File: src/sv/bda_pkg.sv
// ----------------------------------------------------------------------------
// bda_pkg
// Shared sizes, codes and small helpers of the banker's deadlock-avoidance
// unit.
// ----------------------------------------------------------------------------
package bda_pkg;

    // sizing
    localparam int PROCESSES  = 5;
    localparam int TYPES      = 3;
    localparam int COUNT_BITS = 8;

    localparam int ROW_W  = TYPES * COUNT_BITS;              // packed row
    localparam int PROC_W = 3;                               // process field
    localparam int IDX_W  = (PROCESSES > 1) ? $clog2(PROCESSES) : 1;
    localparam int SUM_W  = COUNT_BITS + $clog2(PROCESSES + 1); // sums, work
    localparam int CNT_W  = $clog2(PROCESSES + 1);
    localparam int SEQ_W  = PROC_W * PROCESSES;
    localparam int DATA_W = 32;
    localparam int ADDR_W = 3;

    localparam logic [CNT_W-1:0] LAST_COUNT = CNT_W'(PROCESSES - 1);
    localparam logic [CNT_W-1:0] FULL_COUNT = CNT_W'(PROCESSES);
    localparam logic [IDX_W-1:0] LAST_IDX   = IDX_W'(PROCESSES - 1);
    localparam logic [PROC_W:0]  PROC_LIMIT = (PROC_W + 1)'(PROCESSES);

    // register map (word index = paddr[ADDR_W-1:2])
    localparam logic [ADDR_W-3:0] REG_TOTAL = '0;

    // commands
    typedef enum logic [1:0] {
        CMD_LOAD    = 2'd0,
        CMD_REQUEST = 2'd1,
        CMD_CHECK   = 2'd2
    } t_cmd;

    // result status codes
    typedef enum logic [2:0] {
        ST_LOADED      = 3'd0,
        ST_LOAD_REJECT = 3'd1,
        ST_GRANTED     = 3'd2,
        ST_EXCEEDS     = 3'd3,
        ST_INSUFF      = 3'd4,
        ST_ROLLED_BACK = 3'd5,
        ST_SAFE        = 3'd6,
        ST_UNSAFE      = 3'd7
    } t_status;

    // widen one count to sum width
    function automatic logic [SUM_W-1:0] zext(input logic [COUNT_BITS-1:0] x);
        zext = SUM_W'(x);
    endfunction

    // process index as it appears in the safe sequence
    function automatic logic [PROC_W-1:0] idx_to_proc(input logic [IDX_W-1:0] i);
        idx_to_proc = PROC_W'(i);
    endfunction

    // process field within the table range
    function automatic logic proc_in_range(input logic [PROC_W-1:0] p);
        proc_in_range = ({1'b0, p} < PROC_LIMIT);
    endfunction

endpackage

File: src/sv/bankers_deadlock_avoidance.sv
// Loads, and requests rejected up front, pass from the evaluate state to the
// result state; requests that pass and safety checks also run the start, scan
// and finish states, and the safety scan checks one process row per cycle
// through a single need/work compare unit. One word at a time: stall stays
// high until the result enters the output register.
// Reset (synchronous, active low) clears totals, claim and allocation tables.
// ----------------------------------------------------------------------------
// bankers_deadlock_avoidance
// Banker's algorithm unit: keeps claim and allocation rows per process,
// loads rows, grants requests only into safe states, checks safety.
// ----------------------------------------------------------------------------
module bankers_deadlock_avoidance (
    input  logic                              i_clk,
    input  logic                              i_rst_n,
    // input words
    input  logic                              i_valid,
    output logic                              o_stall,
    input  logic [1:0]                        i_cmd,
    input  logic [bda_pkg::PROC_W-1:0]        i_process,
    input  logic [bda_pkg::ROW_W-1:0]         i_amount,
    input  logic [bda_pkg::ROW_W-1:0]         i_claim,
    // result words
    output logic                              o_valid,
    input  logic                              i_stall,
    output logic [2:0]                        o_status,
    output logic [bda_pkg::SEQ_W-1:0]         o_safe_sequence,
    output logic [bda_pkg::ROW_W-1:0]         o_available,
    // configuration port
    input  logic                              psel,
    input  logic                              penable,
    input  logic                              pwrite,
    input  logic [bda_pkg::ADDR_W-1:0]        paddr,
    input  logic [bda_pkg::DATA_W-1:0]        pwdata,
    output logic [bda_pkg::DATA_W-1:0]        prdata,
    output logic                              pready
);

    typedef enum logic [5:0] {
        S_IDLE   = 6'b000001,
        S_EVAL   = 6'b000010,
        S_START  = 6'b000100,
        S_SCAN   = 6'b001000,
        S_FINISH = 6'b010000,
        S_RESULT = 6'b100000
    } t_state;

    t_state r_state, n_state;

    // item registers
    logic [1:0]                         r_cmd, n_cmd;
    logic [bda_pkg::PROC_W-1:0]         r_proc, n_proc;
    logic [bda_pkg::IDX_W-1:0]          r_pidx, n_pidx;
    logic [bda_pkg::ROW_W-1:0]          r_amount, n_amount;
    logic [bda_pkg::ROW_W-1:0]          r_claim, n_claim;
    logic [bda_pkg::IDX_W-1:0]          r_idx, n_idx;
    logic [2:0]                         r_status, n_status;

    // tables and running sums
    logic [bda_pkg::ROW_W-1:0]          r_claim_tab [bda_pkg::PROCESSES];
    logic [bda_pkg::ROW_W-1:0]          r_alloc_tab [bda_pkg::PROCESSES];
    logic [bda_pkg::SUM_W-1:0]          r_sum [bda_pkg::TYPES];
    logic [bda_pkg::SUM_W-1:0]          n_sum [bda_pkg::TYPES];
    logic [bda_pkg::ROW_W-1:0]          r_total;

    // safety scan state
    logic [bda_pkg::SUM_W-1:0]          r_work [bda_pkg::TYPES];
    logic [bda_pkg::SUM_W-1:0]          n_work [bda_pkg::TYPES];
    logic [bda_pkg::PROCESSES-1:0]      r_done, n_done;
    logic [bda_pkg::CNT_W-1:0]          r_count, n_count;
    logic [bda_pkg::SEQ_W-1:0]          r_seq, n_seq;

    // output register
    logic                               r_out_valid, n_out_valid;
    logic [2:0]                         r_out_status, n_out_status;
    logic [bda_pkg::SEQ_W-1:0]          r_out_seq, n_out_seq;
    logic [bda_pkg::ROW_W-1:0]          r_out_avail, n_out_avail;

    // table write port
    logic                               tab_we_claim;
    logic                               tab_we_alloc;
    logic [bda_pkg::ROW_W-1:0]          tab_wclaim;
    logic [bda_pkg::ROW_W-1:0]          tab_walloc;

    // lane values
    logic [bda_pkg::ROW_W-1:0]          rd_claim, rd_alloc;
    logic [bda_pkg::ROW_W-1:0]          avail_all;
    logic [bda_pkg::ROW_W-1:0]          row_add, row_sub;
    logic [bda_pkg::SUM_W-1:0]          work_add [bda_pkg::TYPES];
    logic [bda_pkg::SUM_W-1:0]          sum_excl [bda_pkg::TYPES];
    logic [bda_pkg::SUM_W-1:0]          sum_load [bda_pkg::TYPES];
    logic [bda_pkg::SUM_W-1:0]          sum_grant [bda_pkg::TYPES];
    logic [bda_pkg::SUM_W-1:0]          sum_back [bda_pkg::TYPES];
    logic                               load_ok, fit_avail, fit_need, fits;
    logic                               cfg_write;

    // single read port on both tables
    assign rd_claim = r_claim_tab[r_idx];
    assign rd_alloc = r_alloc_tab[r_idx];

    // per-type compare / add unit
    always_comb begin
        logic [bda_pkg::COUNT_BITS-1:0] a_l, c_l, tc_l, ta_l, tot_l, need_l, av_x;
        logic [bda_pkg::SUM_W-1:0]      tot_w, diff;
        load_ok   = bda_pkg::proc_in_range(r_proc);
        fit_avail = 1'b1;
        fit_need  = 1'b1;
        fits      = !r_done[r_idx];
        avail_all = '0;
        row_add   = '0;
        row_sub   = '0;
        for (int t = 0; t < bda_pkg::TYPES; t++) begin
            a_l   = r_amount[t*bda_pkg::COUNT_BITS +: bda_pkg::COUNT_BITS];
            c_l   = r_claim[t*bda_pkg::COUNT_BITS +: bda_pkg::COUNT_BITS];
            tc_l  = rd_claim[t*bda_pkg::COUNT_BITS +: bda_pkg::COUNT_BITS];
            ta_l  = rd_alloc[t*bda_pkg::COUNT_BITS +: bda_pkg::COUNT_BITS];
            tot_l = r_total[t*bda_pkg::COUNT_BITS +: bda_pkg::COUNT_BITS];
            tot_w = bda_pkg::zext(tot_l);
            // availability over all processes, saturating
            diff  = tot_w - r_sum[t];
            avail_all[t*bda_pkg::COUNT_BITS +: bda_pkg::COUNT_BITS] =
                (tot_w >= r_sum[t]) ? diff[bda_pkg::COUNT_BITS-1:0] : '0;
            // availability ignoring the addressed row
            sum_excl[t] = r_sum[t] - bda_pkg::zext(ta_l);
            diff  = tot_w - sum_excl[t];
            av_x  = (tot_w >= sum_excl[t]) ? diff[bda_pkg::COUNT_BITS-1:0] : '0;
            need_l = (tc_l >= ta_l) ? (tc_l - ta_l) : '0;
            if (a_l > c_l || a_l > av_x) begin
                load_ok = 1'b0;
            end
            if (a_l > avail_all[t*bda_pkg::COUNT_BITS +: bda_pkg::COUNT_BITS]) begin
                fit_avail = 1'b0;
            end
            if (a_l > need_l) begin
                fit_need = 1'b0;
            end
            if (bda_pkg::zext(need_l) > r_work[t]) begin
                fits = 1'b0;
            end
            work_add[t]  = r_work[t] + bda_pkg::zext(ta_l);
            sum_load[t]  = sum_excl[t] + bda_pkg::zext(a_l);
            sum_grant[t] = r_sum[t] + bda_pkg::zext(a_l);
            sum_back[t]  = r_sum[t] - bda_pkg::zext(a_l);
            row_add[t*bda_pkg::COUNT_BITS +: bda_pkg::COUNT_BITS] = ta_l + a_l;
            row_sub[t*bda_pkg::COUNT_BITS +: bda_pkg::COUNT_BITS] = ta_l - a_l;
        end
    end

    // sequencer
    always_comb begin
        n_state      = r_state;
        n_cmd        = r_cmd;
        n_proc       = r_proc;
        n_pidx       = r_pidx;
        n_amount     = r_amount;
        n_claim      = r_claim;
        n_idx        = r_idx;
        n_status     = r_status;
        n_sum        = r_sum;
        n_work       = r_work;
        n_done       = r_done;
        n_count      = r_count;
        n_seq        = r_seq;
        n_out_valid  = r_out_valid && i_stall;
        n_out_status = r_out_status;
        n_out_seq    = r_out_seq;
        n_out_avail  = r_out_avail;
        tab_we_claim = 1'b0;
        tab_we_alloc = 1'b0;
        tab_wclaim   = r_claim;
        tab_walloc   = r_amount;

        unique case (r_state)
            S_IDLE: begin
                if (i_valid) begin
                    n_cmd    = i_cmd;
                    n_proc   = i_process;
                    n_amount = i_amount;
                    n_claim  = i_claim;
                    n_pidx   = bda_pkg::proc_in_range(i_process) ?
                               i_process[bda_pkg::IDX_W-1:0] : '0;
                    n_idx    = bda_pkg::proc_in_range(i_process) ?
                               i_process[bda_pkg::IDX_W-1:0] : '0;
                    n_seq    = '0;
                    n_state  = S_EVAL;
                end
            end
            S_EVAL: begin
                unique case (r_cmd)
                    bda_pkg::CMD_LOAD: begin
                        n_state = S_RESULT;
                        if (load_ok) begin
                            tab_we_claim = 1'b1;
                            tab_we_alloc = 1'b1;
                            n_sum        = sum_load;
                            n_status     = bda_pkg::ST_LOADED;
                        end else begin
                            n_status     = bda_pkg::ST_LOAD_REJECT;
                        end
                    end
                    bda_pkg::CMD_REQUEST: begin
                        if (!bda_pkg::proc_in_range(r_proc)) begin
                            n_status = bda_pkg::ST_EXCEEDS;
                            n_state  = S_RESULT;
                        end else if (!fit_avail) begin
                            n_status = bda_pkg::ST_INSUFF;
                            n_state  = S_RESULT;
                        end else if (!fit_need) begin
                            n_status = bda_pkg::ST_EXCEEDS;
                            n_state  = S_RESULT;
                        end else begin
                            // tentative grant
                            tab_we_alloc = 1'b1;
                            tab_walloc   = row_add;
                            n_sum        = sum_grant;
                            n_state      = S_START;
                        end
                    end
                    default: begin
                        n_state = S_START;
                    end
                endcase
            end
            S_START: begin
                for (int t = 0; t < bda_pkg::TYPES; t++) begin
                    n_work[t] = bda_pkg::zext(
                        avail_all[t*bda_pkg::COUNT_BITS +: bda_pkg::COUNT_BITS]);
                end
                n_done  = '0;
                n_count = '0;
                n_seq   = '0;
                n_idx   = '0;
                n_state = S_SCAN;
            end
            S_SCAN: begin
                // one row per cycle; a pick restarts from the lowest index
                if (fits) begin
                    n_work        = work_add;
                    n_done[r_idx] = 1'b1;
                    n_count       = r_count + 1'b1;
                    for (int k = 0; k < bda_pkg::PROCESSES; k++) begin
                        if (r_count == bda_pkg::CNT_W'(k)) begin
                            n_seq[k*bda_pkg::PROC_W +: bda_pkg::PROC_W] =
                                bda_pkg::idx_to_proc(r_idx);
                        end
                    end
                    if (r_count == bda_pkg::LAST_COUNT) begin
                        n_idx   = r_pidx;
                        n_state = S_FINISH;
                    end else begin
                        n_idx   = '0;
                    end
                end else if (r_idx == bda_pkg::LAST_IDX) begin
                    n_idx   = r_pidx;
                    n_state = S_FINISH;
                end else begin
                    n_idx   = r_idx + 1'b1;
                end
            end
            S_FINISH: begin
                n_state = S_RESULT;
                if (r_cmd == bda_pkg::CMD_REQUEST) begin
                    if (r_count == bda_pkg::FULL_COUNT) begin
                        n_status = bda_pkg::ST_GRANTED;
                    end else begin
                        // undo the tentative grant
                        tab_we_alloc = 1'b1;
                        tab_walloc   = row_sub;
                        n_sum        = sum_back;
                        n_seq        = '0;
                        n_status     = bda_pkg::ST_ROLLED_BACK;
                    end
                end else if (r_count == bda_pkg::FULL_COUNT) begin
                    n_status = bda_pkg::ST_SAFE;
                end else begin
                    n_seq    = '0;
                    n_status = bda_pkg::ST_UNSAFE;
                end
            end
            S_RESULT: begin
                if (!r_out_valid || !i_stall) begin
                    n_out_valid  = 1'b1;
                    n_out_status = r_status;
                    n_out_seq    = r_seq;
                    n_out_avail  = avail_all;
                    n_state      = S_IDLE;
                end
            end
            default: begin
                n_state = S_IDLE;
            end
        endcase
    end

    // configuration write
    assign cfg_write = psel && penable && pwrite &&
                       (paddr[bda_pkg::ADDR_W-1:2] == bda_pkg::REG_TOTAL);

    // control, sums and configuration
    always_ff @(posedge i_clk) begin
        if (!i_rst_n) begin
            r_state     <= S_IDLE;
            r_out_valid <= 1'b0;
            r_total     <= '0;
            for (int t = 0; t < bda_pkg::TYPES; t++) begin
                r_sum[t] <= '0;
            end
        end else begin
            r_state     <= n_state;
            r_out_valid <= n_out_valid;
            r_sum       <= n_sum;
            if (cfg_write) begin
                r_total <= pwdata[bda_pkg::ROW_W-1:0];
            end
        end
    end

    // tables
    always_ff @(posedge i_clk) begin
        if (!i_rst_n) begin
            for (int p = 0; p < bda_pkg::PROCESSES; p++) begin
                r_claim_tab[p] <= '0;
                r_alloc_tab[p] <= '0;
            end
        end else begin
            if (tab_we_claim) begin
                r_claim_tab[r_idx] <= tab_wclaim;
            end
            if (tab_we_alloc) begin
                r_alloc_tab[r_idx] <= tab_walloc;
            end
        end
    end

    // payload registers
    always_ff @(posedge i_clk) begin
        r_cmd        <= n_cmd;
        r_proc       <= n_proc;
        r_pidx       <= n_pidx;
        r_amount     <= n_amount;
        r_claim      <= n_claim;
        r_idx        <= n_idx;
        r_status     <= n_status;
        r_work       <= n_work;
        r_done       <= n_done;
        r_count      <= n_count;
        r_seq        <= n_seq;
        r_out_status <= n_out_status;
        r_out_seq    <= n_out_seq;
        r_out_avail  <= n_out_avail;
    end

    // ports
    assign o_stall         = (r_state != S_IDLE);
    assign o_valid         = r_out_valid;
    assign o_status        = r_out_status;
    assign o_safe_sequence = r_out_seq;
    assign o_available     = r_out_avail;
    assign pready          = 1'b1;
    assign prdata          = (paddr[bda_pkg::ADDR_W-1:2] == bda_pkg::REG_TOTAL) ?
                             bda_pkg::DATA_W'(r_total) : '0;

endmodule

File: config.mk
export PLATFORM = sky130hd
export DESIGN_NAME = bankers_deadlock_avoidance
export DESIGN_NICKNAME = d
export VERILOG_FILES = /design/src/sv/bda_pkg.sv /design/src/sv/bankers_deadlock_avoidance.sv
export SDC_FILE = /design/constraint.sdc
export NUM_CORES = 1
export LEC_CHECK = 0
export ABC_AREA = 0
export BUFFER_PORTS_ARGS = -buffer_cell sky130_fd_sc_hd__buf_4
export CORE_AREA = 2 2 393 200
export CTS_CLUSTER_DIAMETER = 60
export DETAILED_ROUTE_END_ITERATION = 8
export DIE_AREA = 0 0 395 202
export MAX_ROUTING_LAYER = met4
export PLACE_DENSITY = 0.75
export SLEW_MARGIN = 20
export SYNTH_ARGS = -nofsm -noshare
export SYNTH_HDL_FRONTEND = slang
export SYNTH_SLANG_ARGS = --single-unit
File: constraint.sdc
create_clock -name i_clk -period 12.78 [get_ports i_clk]
set_input_delay 2.556 -clock i_clk [delete_from_list [all_inputs] [get_ports i_clk]]
set_output_delay 2.556 -clock i_clk [all_outputs]
set_load 0.05 [all_outputs]
==> After elaboration in Yosys (flattened, before gate mapping) <==
Memories as Yosys holds them, arrays and structs flattened. A register that Yosys moved wholly into a read port is not among the register bits.
Index checks and enable logic that the tools add are counted.
{ "word_totals": {"register_bits": 224, "latch_bits": 0, "mem_bits_rw": 240, "mem_bits_ro": 0, "input_bits": 95, "output_inout_bits": 77, "wordCells": 262, "memories": 2} }
{ "memory_table": {"columns": ["name", "words", "word_bits", "rd", "rd_clocked_by_memory_dff", "wr", "line_no", "text"], "rows": [
  ["r_alloc_tab", 5, 24, 1, 1, 5, "bankers_deadlock_avoidance.sv:60", "logic [bda_pkg::ROW_W-1:0] r_alloc_tab [bda_pkg::PROCESSES];"],
  ["r_claim_tab", 5, 24, 1, 1, 5, "bankers_deadlock_avoidance.sv:59", "logic [bda_pkg::ROW_W-1:0] r_claim_tab [bda_pkg::PROCESSES];"]
]} }
{ "classes": {"n_addsub": 32, "multipliers": 0, "div": 0, "n_lt_le_gt_ge": 28, "n_eq_ne": 32, "shifts": 0, "muxes": 108, "bitwise": 2, "n_reduce_logical": 32} }
{ "op_table": {"columns": ["cell", "count"], "rows": [
  ["2-to-1 mux 33 bit", 7],
  ["2-to-1 mux 24 bit", 9],
  ["case mux 33 bit (2 select lines)", 3],
  ["adder 11 x 8 -> 11 bit", 9],
  ["> comparator 8 bit", 12],
  ["subtractor 8 bit", 12],
  ["2-to-1 mux 8 bit", 9],
  ["greater-or-equal comparator 8 x 11 -> 1 bit", 6],
  ["subtractor 11 x 8 -> 11 bit", 6],
  ["2-to-1 mux 3 bit", 20],
  ["case mux 15 bit (4 select lines)", 1],
  ["2-to-1 mux 6 bit", 8],
  ["case mux 24 bit (2 select lines)", 1],
  ["OR reduction 24 bit", 2],
  ["2-to-1 mux 15 bit", 3],
  ["case mux 6 bit (6 select lines)", 1],
  ["2-to-1 mux 1 bit", 35],
  ["> comparator 8 x 11 -> 1 bit", 3],
  ["AND reduction 5 bit", 5],
  ["adder 8 bit", 3],
  ["greater-or-equal comparator 8 bit", 3],
  ["inequality test 2 bit, second input constant", 10],
  ["inequality test 3 bit, second input constant", 6],
  ["case mux 3 bit (2 select lines)", 3],
  ["38 further kinds", 57]
]} }

==> Depth between registers and ports, before layout <==
{ "depth": {"depth_word": 16, "depth_mapped": 33, "depth_no_buf": 28} }

==> Worst setup path before layout <==
OpenSTA, ideal clock, no wires.
{ "synth_path": {"path_kind": "reg2reg", "start": "reg (tool-made name)", "end": "mem r_alloc_tab[3][0] in the netlist's numbering, enable pin", "setup_ns": 0.439, "arrival_ns": 9.082, "required_ns": 12.341, "slack_ns": 3.259, "stages_incl_launch_ff": 30, "path_buffers": 4, "period_less_slack_ns": 9.521, "cell_sequence": "dfxtp_1 clkbuf_1 clkbuf_1 buf_1 mux4_2 mux2i_1 ha_1 nor2b_1 o31a_1 o31a_1 a21o_1 ha_1 or2_2 a21oi_1 a21oi_1 o21bai_1 a21oi_1 nor4_1 nand2b_1 ha_1 nor2b_1 o211ai_1 a21oi_1 o22a_1 nor4_1 or3b_2 a21oi_4 buf_6 nor2_1 o21ai_0"} }
{ "synth_lines": {"columns": ["element", "line_no"], "rows": [
  ["end: declaration", "bankers_deadlock_avoidance.sv:60"]
]} }

==> flow_metrics.env <==
export IMPL_worst_setup_path_type="reg -> reg"
export IMPL_worstSkewPairLatency_ns=0.64
export IMPL_grt_util_all_layers_pct=28.85
export IMPL_die_h_um=202
export IMPL_grt_pass1_wl_um=168000
export IMPL_clk_transition_reported_paths_ns=0.07
export IMPL_drt_wirelength_per_cell_um=24.78
export IMPL_yosys_most_used_dff="sky130_fd_sc_hd__edfxtp_1"
export IMPL_cp_top_family="simple AND/OR/NAND/NOR gates"
export IMPL_worstSetupStartpointType="flop"
export IMPL_floorplan_die_area_mm2=0.07979
export IMPL_ys_seq_elements=611
export IMPL_data_arrival_time_at_the_worst_slack_endpoint_ns=9.86
export IMPL_yosys_top_cells_area="sky130_fd_sc_hd__edfxtp_1 44%, sky130_fd_sc_hd__ha_1 11%, sky130_fd_sc_hd__mux4_2 5.9%"
export IMPL_count_of_flip_flops_with_a_built_in_enable_after_synthesis=544
export IMPL_postCtsSetupRepairBufs=0
export IMPL_report_final_setup_viol=0
export IMPL_crit_path_max_fanout=73
export IMPL_ioPinCount=172
export IMPL_post_route_min_period_ns=9.369
export IMPL_synth_most_common_cell="sky130_fd_sc_hd__edfxtp_1"
export IMPL_placed_cells_incl_taps=4474
export IMPL_switching_power_uw=2725
export IMPL_clock_fmax_mhz=106.7
export IMPL_fin_nets=3954
export IMPL_yosys_area_top_type_share_pct=44.05
export IMPL_synth_largest_area_cell="sky130_fd_sc_hd__edfxtp_1"
export IMPL_cts_root_cell="sky130_fd_sc_hd__clkbuf_16"
export IMPL_period_share_pct=73.31
export IMPL_relative_slew_slack_pct=22.56
export IMPL_globalRouteOverflowTotal=0
export IMPL_number_of_global_route_vias_before_repair=26290
export IMPL_floorplan_core_area_mm2=0.07648
export IMPL_intPower_uw=4271
export IMPL_totalNegativeSetupSlack_ns=0
export IMPL_synth_area_mm2=0.03709
export IMPL_final_antenna_net_count=0
export IMPL_worst_slack_ns=3.411
export IMPL_grt_max_degree=74
export IMPL_async_reset_ff_share_pct=0
export IMPL_fill_cells=6522
export IMPL_finalClockSkew_ns=0.01813
export IMPL_dp_worst_setup_slack_ns=3.262
export IMPL_drc=0
export IMPL_area_growth_pct=11.53
export IMPL_stdcell_count=4575
export IMPL_switching_share_pct=38.95
export IMPL_cts_buffer_depth=3
export IMPL_hold_ws_ns=0.4179
export IMPL_share_seq_of_total_power_pct=33.9
export IMPL_min_path_type="reg -> reg"
export IMPL_syn_avg_cell_area_um2=11.07
export IMPL_tritoncts_num_sinks=611
export IMPL_largest_voltage_drop_on_the_vdd_net_uv=126.2
export IMPL_power_density_mw_per_mm2=169.1
export IMPL_die_width_um=395
export IMPL_detailroute_via_count=28090
export IMPL_detailedRoute_firstIterationViolations=3935
export IMPL_ctsResizeCount=0
export IMPL_path_buf_inv=3
export IMPL_rsz_0062_raised_after_global_routing="no"
export IMPL_initial_utilization_pct=48.49
export IMPL_worstMarginPinSlew_ns=1.149
export IMPL_per_cell_via_count_in_the_routed_design=6.139
export IMPL_detail_route_wirelength_um=113300
export IMPL_dp_final_hpwl_um=83500
export IMPL_total_leakage_power_uw=0.01630
export IMPL_hold_vio_cnt_final=0
export IMPL_finalMaxSlewViolations=0
export IMPL_critical_path_endpoint_type="flop"
export IMPL_portBuffers=152
export IMPL_first_pass_detailed_route_iteration_total=6
export IMPL_insertedDiodeCount=0
export IMPL_pwr_share_clk_pct=23.4
export IMPL_cts_inserted_buffers=55
export IMPL_power_combinational_fraction_pct=42.8
export IMPL_synth_cell_type_count=86
export IMPL_outcome="completed"
export IMPL_cp_slowest_stage_delay_ns=0.75
export IMPL_antenna_found_initial=1
export IMPL_globalplace_congestion=1.002
export IMPL_yosys_top_cells_count="544 x sky130_fd_sc_hd__edfxtp_1, 337 x sky130_fd_sc_hd__ha_1, 275 x sky130_fd_sc_hd__nor2_1"
export IMPL_yosys_warns=0
export IMPL_critPathRequiredTime_ns=13.28
export IMPL_tritoncts="yes"
export IMPL_synth_cells=3349
export IMPL_drive_above_1_share_pct=13.65
export IMPL_max_cap_violations=0
export IMPL_htreeDepth=2
export IMPL_cpMaxStageDelayCell="sky130_fd_sc_hd__nor3b_1"
export IMPL_critical_path_most_common_cell="sky130_fd_sc_hd__a21oi_1"
export IMPL_ys_seq_area_share_pct=47.67
export IMPL_cts_hold_buffers=0
export IMPL_num_rows=72
-- per-layer routing --
layer | part of all wire, % | global-route usage, %
met5 | 0 | -
met4 | 2.4 | 6.557
met3 | 16 | 11.29
met2 | 38 | 35.86
met1 | 44 | 43.21
-- metrics by stage --
step	util (%)	total power (µW)	cell area (µm²)
global placement	51.82	5203	39630
finish	54.08	6996	41360
detailed placement	51.82	5260	39640
floorplan	-	4415	37110
CTS	54.06	6893	41350
global route	54.08	7349	41360
-- final timing paths --
kind | startpoint | end | slack (ns) | cells after the start
max reg2reg | flop | r_claim_tab[4][0] | 3.41 | 28
max | flop | r_claim_tab[4][0] | 3.41 | 28
min reg2reg | r_seq[10] | o_safe_sequence[10] | 0.42 | 0
min | r_seq[10] | o_safe_sequence[10] | 0.42 | 0
-- state kept, by name, indices dropped and copies added (netlist names), 2 cells and up, named ones only --
signal           flops
o_safe_sequence     15
r_done               5
r_idx                3
r_claim_tab        192
r_sum               33
r_seq               15
r_alloc_tab        192
r_claim             24
r_work              33
o_available         24
r_proc               3
o_status             3
r_cmd                2
r_amount            24
r_status             3
r_state              6
r_count              3
r_total             24
r_pidx               3
-- worst reg2reg max path: cells and delay by family, from the launching register on --
family          cells  cell delay (ns)
simple gates       10             3.18
buf+inv             3             1.56
flops               1             0.56
mux                 2             1.31
fa+ha+maj           3             1.11
compound gates     10             1.49
-- power groups by stage --
stage               Clock, µW  Sequential, µW  Combinational (µW)
finish                   1640            2370                2990
global route             1740            2370                3240
CTS                      1650            2360                2880
detailed placement          0            2410                2850
global placement            0            2400                2800
floorplan                   0            2350                2060
-- kinds of logic (layout without fill, tap and decap cells) --
family                     count (synthesis)  count (layout)  synth area share (%)
DFF                                      611             611                 47.67
muxes                                    161             161                 7.702
AOI/OAI and AO/OA                        697             697                 11.96
xor gates and xnor gates                 119             119                 2.810
other                                      2               9               0.02025
buffers and inverters                    406             589                 4.305
adders and majority gates                364             364                 12.83
and+or+nand+nor                          989             989                 12.71
-- cell usage in the layout, fill, tap and decap left out, drive strengths merged, types with 10 or more instances in the layout --
cell type	n
o211ai	26
nand4	41
o31a	10
buf	219
xnor2	62
nand2b	32
mux2i	39
nor3	156
clkinv	18
a21oi	215
or3	11
a22oi	13
a211oi	38
xor2	57
nor2	275
o21a	21
clkbuf	70
and2	47
a21boi	12
a31oi	16
o21bai	25
edfxtp	544
nand3	60
inv	274
nand2	240
nor2b	78
mux2	25
o31ai	12
fa	27
a21o	52
mux4	97
dfxtp	67
ha	337
o21ai	172
o221ai	13
-- final cells by class --
type	count	area (µm²)	area share [%]
Multi-Input combinational cell	2339	18010	43.55
Tap cell	1036	1296	3.134
Inverter	269	1011	2.444
Clock inverter	31	257.7	0.6232
Clock buffer	70	1454	3.515
Sequential cell	611	17690	42.76
Timing Repair Buffer	219	1644	3.975
No activity file was read; power rests on OpenSTA's default activity.
